File: config.mk
export PLATFORM = sky130hd
export DESIGN_NAME = steering_pid_with_gain_schedule_unit
export DESIGN_NICKNAME = d
export VERILOG_FILES = /design/src/hdl/spgs_pkg.sv /design/src/hdl/spgs_ser_mul.sv /design/src/hdl/spgs_core.sv /design/src/hdl/steering_pid_with_gain_schedule_unit.sv
export SDC_FILE = /design/constraint.sdc
export NUM_CORES = 2
export LEC_CHECK = 0
export BUFFER_PORTS_ARGS = -buffer_cell sky130_fd_sc_hd__buf_2
export CORE_MARGIN = 5
export CORE_UTILIZATION = 47
export CTS_CLUSTER_SIZE = 25
export DETAILED_ROUTE_END_ITERATION = 12
export GPL_ROUTABILITY_DRIVEN = 1
export PLACE_DENSITY_LB_ADDON = 0.1
export SLEW_MARGIN = 20
export SYNTH_ARGS = -nofsm -noshare
export SYNTH_HDL_FRONTEND = slang
export SYNTH_HIERARCHICAL = 1
export SYNTH_SLANG_ARGS = --single-unit
File: constraint.sdc
create_clock -name clk -period 8.8 [get_ports clk]
set_input_delay 0.44 -clock clk [delete_from_list [all_inputs] [get_ports clk]]
set_output_delay 0.44 -clock clk [all_outputs]
set_load 0.03 [all_outputs]
File: src/hdl/spgs_pkg.sv
// ----------------------------------------------------------------------------
// Steering PID package
// Shared widths, payload types, register indexes and fixed-point constants
// for the gain-scheduled steering PID.
// ----------------------------------------------------------------------------
package spgs_pkg;

	// Field widths.
	localparam int W_ERR     = 16;
	localparam int W_REG     = 16;
	localparam int W_CFG_IDX = 3;

	// Internal fixed-point widths.
	localparam int W_E     = 24;   // scaled error, Q7.16
	localparam int W_DIFF  = 25;   // error difference before the factor of 100
	localparam int W_DER   = 32;   // derivative, Q.16
	localparam int W_INTEG = 32;   // integral, Q.16
	localparam int W_INC   = 18;   // rounded integral increment
	localparam int W_SUM   = 64;   // controller sum and angle, Q.40

	// Digit-serial multiplier geometry.
	localparam int W_A   = 32;
	localparam int W_B   = 20;
	localparam int DIG   = 4;
	localparam int N_DIG = W_B / DIG;
	localparam int W_CNT = $clog2(N_DIG);
	localparam int W_P   = W_A + W_B;

	localparam int GAIN_FRAC = 12;

	typedef logic signed [W_A-1:0]     mul_a_t;
	typedef logic        [W_B-1:0]     mul_b_t;
	typedef logic signed [W_P-1:0]     mul_p_t;
	typedef logic signed [W_SUM-1:0]   sum_t;
	typedef logic signed [W_E-1:0]     err_t;
	typedef logic signed [W_DER-1:0]   deriv_t;
	typedef logic signed [W_INTEG-1:0] integ_t;

	typedef enum logic [W_CFG_IDX-1:0] {
		REG_GAIN_P_STRAIGHT = 3'd0,
		REG_GAIN_P_CURVE    = 3'd1,
		REG_GAIN_D          = 3'd2,
		REG_ERROR_SCALE     = 3'd3,
		REG_ANGLE_CENTER    = 3'd4,
		REG_ANGLE_MAX       = 3'd5,
		REG_ANGLE_MIN       = 3'd6
	} reg_idx_t;

	typedef struct packed {
		logic [W_REG-1:0] gain_p_straight;
		logic [W_REG-1:0] gain_p_curve;
		logic [W_REG-1:0] gain_d;
		logic [W_REG-1:0] error_scale;
		logic [W_REG-1:0] angle_center;
		logic [W_REG-1:0] angle_max;
		logic [W_REG-1:0] angle_min;
	} cfg_t;

	localparam cfg_t CFG_RESET = '{
		gain_p_straight: 16'd2048,
		gain_p_curve:    16'd6963,
		gain_d:          16'd201,
		error_scale:     16'd36864,
		angle_center:    16'd23040,
		angle_max:       16'd28160,
		angle_min:       16'd17920
	};

	typedef struct packed {
		logic signed [W_ERR-1:0] error_sample;
		logic                    integral_enable;
	} sample_t;

	typedef struct packed {
		logic [W_REG-1:0] steer_angle;
		logic             straight_mode;
	} result_t;

	typedef struct packed {
		logic idle;
		logic done;
	} core_status_t;

	// Fixed-point constants.
	localparam logic signed [W_ERR-1:0] STRAIGHT_BAND = 16'sd2048;
	localparam mul_b_t ONE_HUNDREDTH_Q24 = 20'd167772;
	localparam logic signed [W_INTEG:0] INTEG_MAX = 33'sd13107200;
	localparam logic signed [W_INTEG:0] INTEG_MIN = -33'sd13107200;
	localparam sum_t TENTH_DEG_Q40 = 64'sd109951162778;

	// Round-half-away offsets: half for positive values, half minus one for negative.
	localparam mul_p_t RND8_POS  = mul_p_t'(128);
	localparam mul_p_t RND8_NEG  = mul_p_t'(127);
	localparam mul_p_t RND24_POS = mul_p_t'(8388608);
	localparam mul_p_t RND24_NEG = mul_p_t'(8388607);
	localparam sum_t   RND32_POS = 64'sd2147483648;
	localparam sum_t   RND32_NEG = 64'sd2147483647;

endpackage

File: src/hdl/spgs_ser_mul.sv
// ----------------------------------------------------------------------------
// Digit-serial multiplier
// Signed A times unsigned B, consuming B one radix-16 digit per cycle with a
// narrow add and shifting finished product digits into the B register.
// ----------------------------------------------------------------------------
module spgs_ser_mul (
	input  logic            clk,
	input  logic            arst_n,
	input  logic            start,
	input  spgs_pkg::mul_a_t a,
	input  spgs_pkg::mul_b_t b,
	output logic            done,
	output spgs_pkg::mul_p_t p
);
	import spgs_pkg::*;

	logic                   busy_q;
	logic                   done_q;
	logic [W_CNT-1:0]       cnt_q;
	mul_a_t                 a_q;
	mul_b_t                 lo_q;
	logic signed [W_A:0]    acc_q;
	logic signed [DIG:0]    dig_s;
	logic signed [W_A+DIG:0] pp;
	logic signed [W_A+DIG:0] t;

	assign dig_s = $signed({1'b0, lo_q[DIG-1:0]});
	assign pp    = (W_A+DIG+1)'(a_q) * (W_A+DIG+1)'(dig_s);
	assign t     = (W_A+DIG+1)'(acc_q) + pp;

	always_ff @(posedge clk or negedge arst_n) begin
		if (!arst_n) begin
			busy_q <= 1'b0;
			done_q <= 1'b0;
			cnt_q  <= '0;
		end else begin
			done_q <= 1'b0;
			if (start) begin
				busy_q <= 1'b1;
				cnt_q  <= '0;
			end else if (busy_q) begin
				cnt_q <= cnt_q + 1'b1;
				if (cnt_q == W_CNT'(N_DIG - 1)) begin
					busy_q <= 1'b0;
					done_q <= 1'b1;
				end
			end
		end
	end

	// The low product digits leave the adder and take the place of the
	// multiplier digits already used.
	always_ff @(posedge clk) begin
		if (start) begin
			a_q   <= a;
			lo_q  <= b;
			acc_q <= '0;
		end else if (busy_q) begin
			lo_q  <= {t[DIG-1:0], lo_q[W_B-1:DIG]};
			acc_q <= t[W_A+DIG:DIG];
		end
	end

	assign done = done_q;
	assign p    = $signed({acc_q[W_A-1:0], lo_q});

endmodule

File: src/hdl/spgs_core.sv
// ----------------------------------------------------------------------------
// Steering PID sequencer
// Runs the five products of one control tick through the shared serial
// multiplier and keeps the integral and previous-error state.
// ----------------------------------------------------------------------------
module spgs_core (
	input  logic                 clk,
	input  logic                 arst_n,
	input  logic                 start,
	input  spgs_pkg::sample_t    item,
	input  logic                 take,
	input  spgs_pkg::cfg_t       cfg,
	output spgs_pkg::core_status_t status,
	output spgs_pkg::result_t    res
);
	import spgs_pkg::*;

	typedef enum logic [7:0] {
		ST_IDLE = 8'b0000_0001,
		ST_E    = 8'b0000_0010,
		ST_I    = 8'b0000_0100,
		ST_P    = 8'b0000_1000,
		ST_D    = 8'b0001_0000,
		ST_K    = 8'b0010_0000,
		ST_R    = 8'b0100_0000,
		ST_C    = 8'b1000_0000
	} state_t;

	state_t   state_q;
	logic     mul_start_q;
	mul_a_t   mul_a_q;
	mul_b_t   mul_b_q;
	logic     mul_done;
	mul_p_t   mul_p;

	logic     en_q;
	logic     straight_q;
	err_t     e_q;
	err_t     prev_q;
	deriv_t   deriv_q;
	integ_t   integ_q;
	sum_t     sum_q;
	sum_t     ang_q;

	logic                     straight_in;
	logic [W_REG-1:0]         kp;
	mul_p_t                   rnd8;
	err_t                     e_new;
	mul_p_t                   rnd24;
	logic signed [W_INC-1:0]  inc;
	logic signed [W_INTEG:0]  integ_sum;
	integ_t                   integ_new;
	logic signed [W_DIFF-1:0] diff;
	deriv_t                   diff_w;
	deriv_t                   deriv_new;
	sum_t                     prod_w;
	sum_t                     center_w;
	sum_t                     rnd32;
	logic signed [31:0]       ang_r;
	logic signed [32:0]       ang_w;
	logic signed [32:0]       lim_max;
	logic signed [32:0]       lim_min;
	logic signed [32:0]       ang_hi;
	logic signed [32:0]       ang_lo;

	spgs_ser_mul u_mul (
		.clk    (clk),
		.arst_n (arst_n),
		.start  (mul_start_q),
		.a      (mul_a_q),
		.b      (mul_b_q),
		.done   (mul_done),
		.p      (mul_p)
	);

	// An error of exactly half a unit already counts as a curve.
	assign straight_in = (item.error_sample > -STRAIGHT_BAND) &&
		(item.error_sample < STRAIGHT_BAND);
	assign kp = straight_q ? cfg.gain_p_straight : cfg.gain_p_curve;

	assign rnd8  = mul_p + (mul_p[W_P-1] ? RND8_NEG : RND8_POS);
	assign e_new = rnd8[W_E+7:8];

	assign rnd24     = mul_p + (mul_p[W_P-1] ? RND24_NEG : RND24_POS);
	assign inc       = rnd24[W_INC+23:24];
	assign integ_sum = (W_INTEG+1)'(integ_q) + (W_INTEG+1)'(inc);
	always_comb begin
		if (integ_sum > INTEG_MAX) begin
			integ_new = W_INTEG'(INTEG_MAX);
		end else if (integ_sum < INTEG_MIN) begin
			integ_new = W_INTEG'(INTEG_MIN);
		end else begin
			integ_new = integ_sum[W_INTEG-1:0];
		end
	end

	// Times 100 as 64 + 32 + 4.
	assign diff      = W_DIFF'(e_q) - W_DIFF'(prev_q);
	assign diff_w    = W_DER'(diff);
	assign deriv_new = (diff_w <<< 6) + (diff_w <<< 5) + (diff_w <<< 2);

	assign prod_w   = W_SUM'(mul_p);
	assign center_w = $signed(W_SUM'({cfg.angle_center, 32'b0}));

	assign rnd32   = ang_q + (ang_q[W_SUM-1] ? RND32_NEG : RND32_POS);
	assign ang_r   = rnd32[W_SUM-1:32];
	assign ang_w   = 33'(ang_r);
	assign lim_max = $signed({17'b0, cfg.angle_max});
	assign lim_min = $signed({17'b0, cfg.angle_min});
	assign ang_hi  = (ang_w > lim_max) ? lim_max : ang_w;
	assign ang_lo  = (ang_hi < lim_min) ? lim_min : ang_hi;

	always_ff @(posedge clk or negedge arst_n) begin
		if (!arst_n) begin
			state_q     <= ST_IDLE;
			mul_start_q <= 1'b0;
			mul_a_q     <= '0;
			mul_b_q     <= '0;
			en_q        <= 1'b0;
			straight_q  <= 1'b0;
			e_q         <= '0;
			prev_q      <= '0;
			deriv_q     <= '0;
			integ_q     <= '0;
			sum_q       <= '0;
			ang_q       <= '0;
		end else begin
			mul_start_q <= 1'b0;
			unique case (state_q)
				ST_IDLE: begin
					if (start) begin
						en_q        <= item.integral_enable;
						straight_q  <= straight_in;
						mul_a_q     <= -mul_a_t'(item.error_sample);
						mul_b_q     <= W_B'(cfg.error_scale);
						mul_start_q <= 1'b1;
						state_q     <= ST_E;
					end
				end
				ST_E: begin
					if (mul_done) begin
						e_q         <= e_new;
						mul_a_q     <= W_A'(e_new);
						mul_b_q     <= ONE_HUNDREDTH_Q24;
						mul_start_q <= 1'b1;
						state_q     <= ST_I;
					end
				end
				ST_I: begin
					if (mul_done) begin
						integ_q     <= integ_new;
						deriv_q     <= deriv_new;
						prev_q      <= e_q;
						mul_a_q     <= W_A'(e_q);
						mul_b_q     <= W_B'(kp);
						mul_start_q <= 1'b1;
						state_q     <= ST_P;
					end
				end
				ST_P: begin
					if (mul_done) begin
						// The tenth-degree offset rides along with the first term.
						sum_q       <= (prod_w <<< GAIN_FRAC) + TENTH_DEG_Q40;
						mul_a_q     <= W_A'(deriv_q);
						mul_b_q     <= W_B'(cfg.gain_d);
						mul_start_q <= 1'b1;
						state_q     <= ST_D;
					end
				end
				ST_D: begin
					if (mul_done) begin
						sum_q       <= sum_q + (prod_w <<< GAIN_FRAC);
						mul_a_q     <= W_A'(integ_q);
						mul_b_q     <= ONE_HUNDREDTH_Q24;
						mul_start_q <= 1'b1;
						state_q     <= ST_K;
					end
				end
				ST_K: begin
					if (mul_done) begin
						if (en_q) begin
							sum_q <= sum_q + prod_w;
						end
						state_q <= ST_R;
					end
				end
				ST_R: begin
					ang_q   <= center_w - sum_q;
					state_q <= ST_C;
				end
				ST_C: begin
					if (take) begin
						state_q <= ST_IDLE;
					end
				end
				default: begin
					state_q <= ST_IDLE;
				end
			endcase
		end
	end

	assign status.idle       = (state_q == ST_IDLE);
	assign status.done       = (state_q == ST_C);
	assign res.steer_angle   = ang_lo[W_REG-1:0];
	assign res.straight_mode = straight_q;

endmodule

File: src/hdl/steering_pid_with_gain_schedule_unit.sv
// ----------------------------------------------------------------------------
// Gain-scheduled steering PID
// One error sample in, one clamped steering angle out, with register-set gains
// and angle limits.
// ----------------------------------------------------------------------------
// Once the result of a sample is written to the output register, the next
// sample can be taken in the cycle after. The one shared digit-serial
// multiplier works through five products per sample (error scaling, integral
// increment, proportional, derivative and integral terms), each five radix-16
// digits, followed by a state that registers the angle; the clamp behind that
// register is combinational and drives the output register.
// The result waits in an output register, so a finished result that is held by
// result_stall does not keep the next sample from starting. Configuration
// writes are always ready and take effect the next cycle; write them only
// while no sample is in flight.
module steering_pid_with_gain_schedule_unit (
	input  logic                              clk,
	input  logic                              arst_n,
	input  logic                              sample_valid,
	output logic                              sample_stall,
	input  spgs_pkg::sample_t                 sample,
	output logic                              result_valid,
	input  logic                              result_stall,
	output spgs_pkg::result_t                 result,
	input  logic                              cfg_valid,
	output logic                              cfg_ready,
	input  logic [spgs_pkg::W_CFG_IDX-1:0]    cfg_index,
	input  logic [spgs_pkg::W_REG-1:0]        cfg_data
);
	import spgs_pkg::*;

	cfg_t         cfg_q;
	core_status_t core_st;
	result_t      core_res;
	logic         start;
	logic         take;
	logic         res_valid_q;
	result_t      res_q;

	assign cfg_ready = 1'b1;

	always_ff @(posedge clk or negedge arst_n) begin
		if (!arst_n) begin
			cfg_q <= CFG_RESET;
		end else if (cfg_valid && cfg_ready) begin
			unique case (reg_idx_t'(cfg_index))
				REG_GAIN_P_STRAIGHT: cfg_q.gain_p_straight <= cfg_data;
				REG_GAIN_P_CURVE:    cfg_q.gain_p_curve    <= cfg_data;
				REG_GAIN_D:          cfg_q.gain_d          <= cfg_data;
				REG_ERROR_SCALE:     cfg_q.error_scale     <= cfg_data;
				REG_ANGLE_CENTER:    cfg_q.angle_center    <= cfg_data;
				REG_ANGLE_MAX:       cfg_q.angle_max       <= cfg_data;
				REG_ANGLE_MIN:       cfg_q.angle_min       <= cfg_data;
				default: begin
				end
			endcase
		end
	end

	assign sample_stall = !core_st.idle;
	assign start        = sample_valid && !sample_stall;
	// The output slot is free when empty or when its result transfers this cycle.
	assign take         = !res_valid_q || !result_stall;

	spgs_core u_core (
		.clk    (clk),
		.arst_n (arst_n),
		.start  (start),
		.item   (sample),
		.take   (take),
		.cfg    (cfg_q),
		.status (core_st),
		.res    (core_res)
	);

	always_ff @(posedge clk or negedge arst_n) begin
		if (!arst_n) begin
			res_valid_q <= 1'b0;
		end else if (core_st.done && take) begin
			res_valid_q <= 1'b1;
		end else if (!result_stall) begin
			res_valid_q <= 1'b0;
		end
	end

	always_ff @(posedge clk) begin
		if (core_st.done && take) begin
			res_q <= core_res;
		end
	end

	assign result_valid = res_valid_q;
	assign result       = res_q;

endmodule

==> results.toml <==
[route]
drc = 0
post_drt_wl_per_cell_um = 21.7
ant_nets = 0
firstDrtPassIters = 5
drtIter0Drc = 2396
drt_wl_total_um = 130000
viasPerCell = 5.84
vias = 34950

[synthesis]
netlist_instances = 4765
synth_ff_type = "dfrtp_1"
synth_edf_count = 69
yosys.area.top_type = "dfrtp_1"
synth_warnings = 6
ys_async_sr_fraction = 0.803
ys_seq_elements = 518
synth_area_um2 = 42700
synthDominantCellAreaShare = 0.228
ys_seq_area_frac = 0.309
synth.distinct_cells = 107
avgSynthCellArea_um2 = 8.95
yosys-top-cells-area = "dfrtp_1 (23%), ha_1 (11%), fa_1 (5.9%), edfxtp_1 (4.9%), mux2_2 (4.4%)"

[final_layout]
postLayoutCellArea_um2 = 46300
finalNonFillerCells = 5989
drive_gt1_frac = 0.108
seqCellArea_um2 = 13200
area_growth_pct = 8.61
n_fill_cell = 8727
multi_input_area_um2 = 27200
finalNetCount = 5296

[floorplanning]
rows = 110
die_area_um2 = 96900
die_h_um = 311
die_w_um = 311
core-area_um2 = 90000
start_util = 0.474
ios = 61

[status]
status = "complete, no violations"

[sta]
hold_viol_final = 0
tightestPinTransition_ns = 1.11
fin_setup_tns_ns = 0
slew_violations = 0
setup_viol_count_final = 0
hold_ws_ns = 0.0670
finalCritPeriodShare = 0.929
max_freq_mhz = 122
finalCriticalPeriod_ns = 8.17
slew_headroom = 0.257
rsz0062_at_grt = "false"
clock-skew-final_ns = 0.0675

[job]
drv_cap = 0

[critical_path]
path_max_fanout = 34
cp-end-kind = "flop"
cpMostUsedCell = "o21ai_0"
crit_type = "reg2reg"
start_kind = "flop"
cp.required_ns = 9.20
ff2ff_setup_slack_ns = 0.63
rr_worst_depth = 33
crit_arrival_ns = 8.57
cpPeakStageDelay_ns = 0.67
slowest_stage = "o21ai_2"

[placed_design]
port_buffers = 59
place_inst = 5862
placed_cell_area_um2 = 44100
hpwl_um = 97800
gp_congestion = 0.932

[clocking]
clock_path_buffers = 3
cts_inserted_buffers = 66
clkSinkCount = 518
cts-root-buf = "clkbuf_16"
cts_max_level = 3
clock_latency_ns = 0.65
cts_tree = "yes"
path_clk_slew_ns = 0.06

[global_route]
grt_max_degree = 160
grt_antenna_before_repair = 7
grt_pass1_wl_um = 202000
grt_pass1_vias = 34018
grt_overflow = 0
gr-usage-all-layers = 0.263

[hold_path]
holdPathStages = 2
min_path_type = "in2reg"
[cell type report]
type	instances	share of cell area
Timing Repair Buffer	123	0.0176
Tap cell	1176	0.0318
Inverter	390	0.0316
Antenna cell	4	0.000216
Multi-Input combinational cell	3656	0.586
Clock buffer	97	0.0405
Sequential cell	518	0.285
Clock inverter	25	0.00772
[through the flow]
stage	setup slack, ns	utilization
floorplan	1.17	-
global placement	0.615	0.489
detailed placement	0.418	0.489
CTS	0.370	0.514
global route	0.0110	0.515
finish	0.629	0.515
[synth_stat cells, types with 18 or more instances]
cell type / number
o21ai_0: 325
nor4_1: 23
xnor2_1: 168
o31ai_1: 24
nand3_1: 73
a221oi_1: 22
o21a_1: 51
o21bai_1: 28
clkbuf_1: 137
xor2_1: 143
a31oi_1: 43
nor2_1: 326
or3_1: 22
nand4_1: 49
a21oi_1: 343
a21o_1: 136
and3_1: 39
nor3_1: 77
mux2i_1: 40
and2_1: 121
edfxtp_1: 69
ha_1: 375
o22ai_1: 18
o211ai_1: 34
dfrtp_1: 388
dfxtp_1: 33
fa_1: 125
mux2_2: 167
dfstp_2: 28
inv_1: 389
buf_4: 39
nand2_1: 458
nor2b_1: 32
nand2b_1: 50
a22oi_1: 26
a22o_1: 34
a211oi_1: 40
[path summary, 6_finish.rpt]
check                                  start             endpoint
min                                sample[0]          u_core/en_q
max reg2reg                 u_core/ang_q[63]           result[10]
max                         u_core/ang_q[63]           result[10]
min reg2reg                u_core/mul_a_q[8]  u_core/u_mul/a_q[8]
min in group asynchronous             arst_n            cfg_q[13]
max in group asynchronous             arst_n   u_core/mul_start_q
[logic make-up (layout without fill, tap and decap cells)]
logic type	Yosys count	count (layout)	synth area share
other cells	2	8	0.000176
compound gates	1261	1261	0.189
simple gates	1363	1363	0.156
mux	217	217	0.0570
buf+inv	593	635	0.0568
fa+ha+maj	500	500	0.169
flops	518	518	0.309
xor+xnor	311	311	0.0639
[layer usage]
| layer | global-route usage | vias up | part of all wire |
|---|---|---|---|
| met3 | 0.0303 | 180 | 0.054 |
| met2 | 0.423 | 843 | 0.45 |
| met5 | 0 | - | 0.00024 |
| met1 | 0.376 | 17099 | 0.46 |
| met4 | 0.0751 | 4 | 0.030 |
| li1 | - | 16824 | - |
[placed cells by master, fill, tap and decap left out, types with 58 or more instances in the layout]
cell type | synthesis | final
a21oi_1 | 343 | 343
and2_1 | 121 | 119
xnor2_1 | 168 | 168
o21ai_0 | 325 | 325
nand3_1 | 73 | 73
clkbuf_16 | 0 | 66
edfxtp_1 | 69 | 69
nor3_1 | 77 | 77
buf_4 | 39 | 61
dfrtp_1 | 388 | 387
nand2_1 | 458 | 456
a21o_1 | 136 | 136
inv_1 | 389 | 389
mux2_2 | 167 | 167
xor2_1 | 143 | 143
buf_2 | 12 | 58
nor2_1 | 326 | 326
ha_1 | 375 | 375
fa_1 | 125 | 125
[timing repair]
action / in CTS / in global routing
setup buffers: 0 / 0
hold buffers: 1 / 0
endpoints found under the setup margin: 0 / 16
endpoints found under the hold margin: 77 / 0
resized for setup: 0 / 6
[worst max-delay path: cells and delay by family (launching register included)]
family	cells	cell delay, ns
AO/OA/AOI/OAI	18	3.56
AND/OR/NAND/NOR	8	1.79
XOR/XNOR	1	0.20
buffers and inverters	1	0.25
adder cells (fa/ha/maj)	3	0.94
multiplexers	2	0.80
flip-flops	1	0.36
[flip-flops by register name, indices dropped and copies added (netlist names)]
signal / count
u_core/u_mul/lo_q: 20
u_core/mul_a_q: 32
cfg_q: 112
result_valid: 1
u_core/integ_q: 32
u_core/ang_q: 64
u_core/mul_b_q: 17
u_core/deriv_q: 30
u_core/u_mul/done: 1
u_core/prev_q: 24
u_core/mul_start_q: 1
result: 17
u_core/straight_q: 1
u_core/sum_q: 64
u_core/u_mul/acc_q: 33
u_core/en_q: 1
u_core/state_q: 8
u_core/e_q: 24
u_core/u_mul/busy_q: 1
u_core/u_mul/a_q: 32
u_core/u_mul/cnt_q: 3
Power is left out: the tool's default activity adds up to more than one toggle a clock period on the data nets, which glitch-free logic cannot reach.
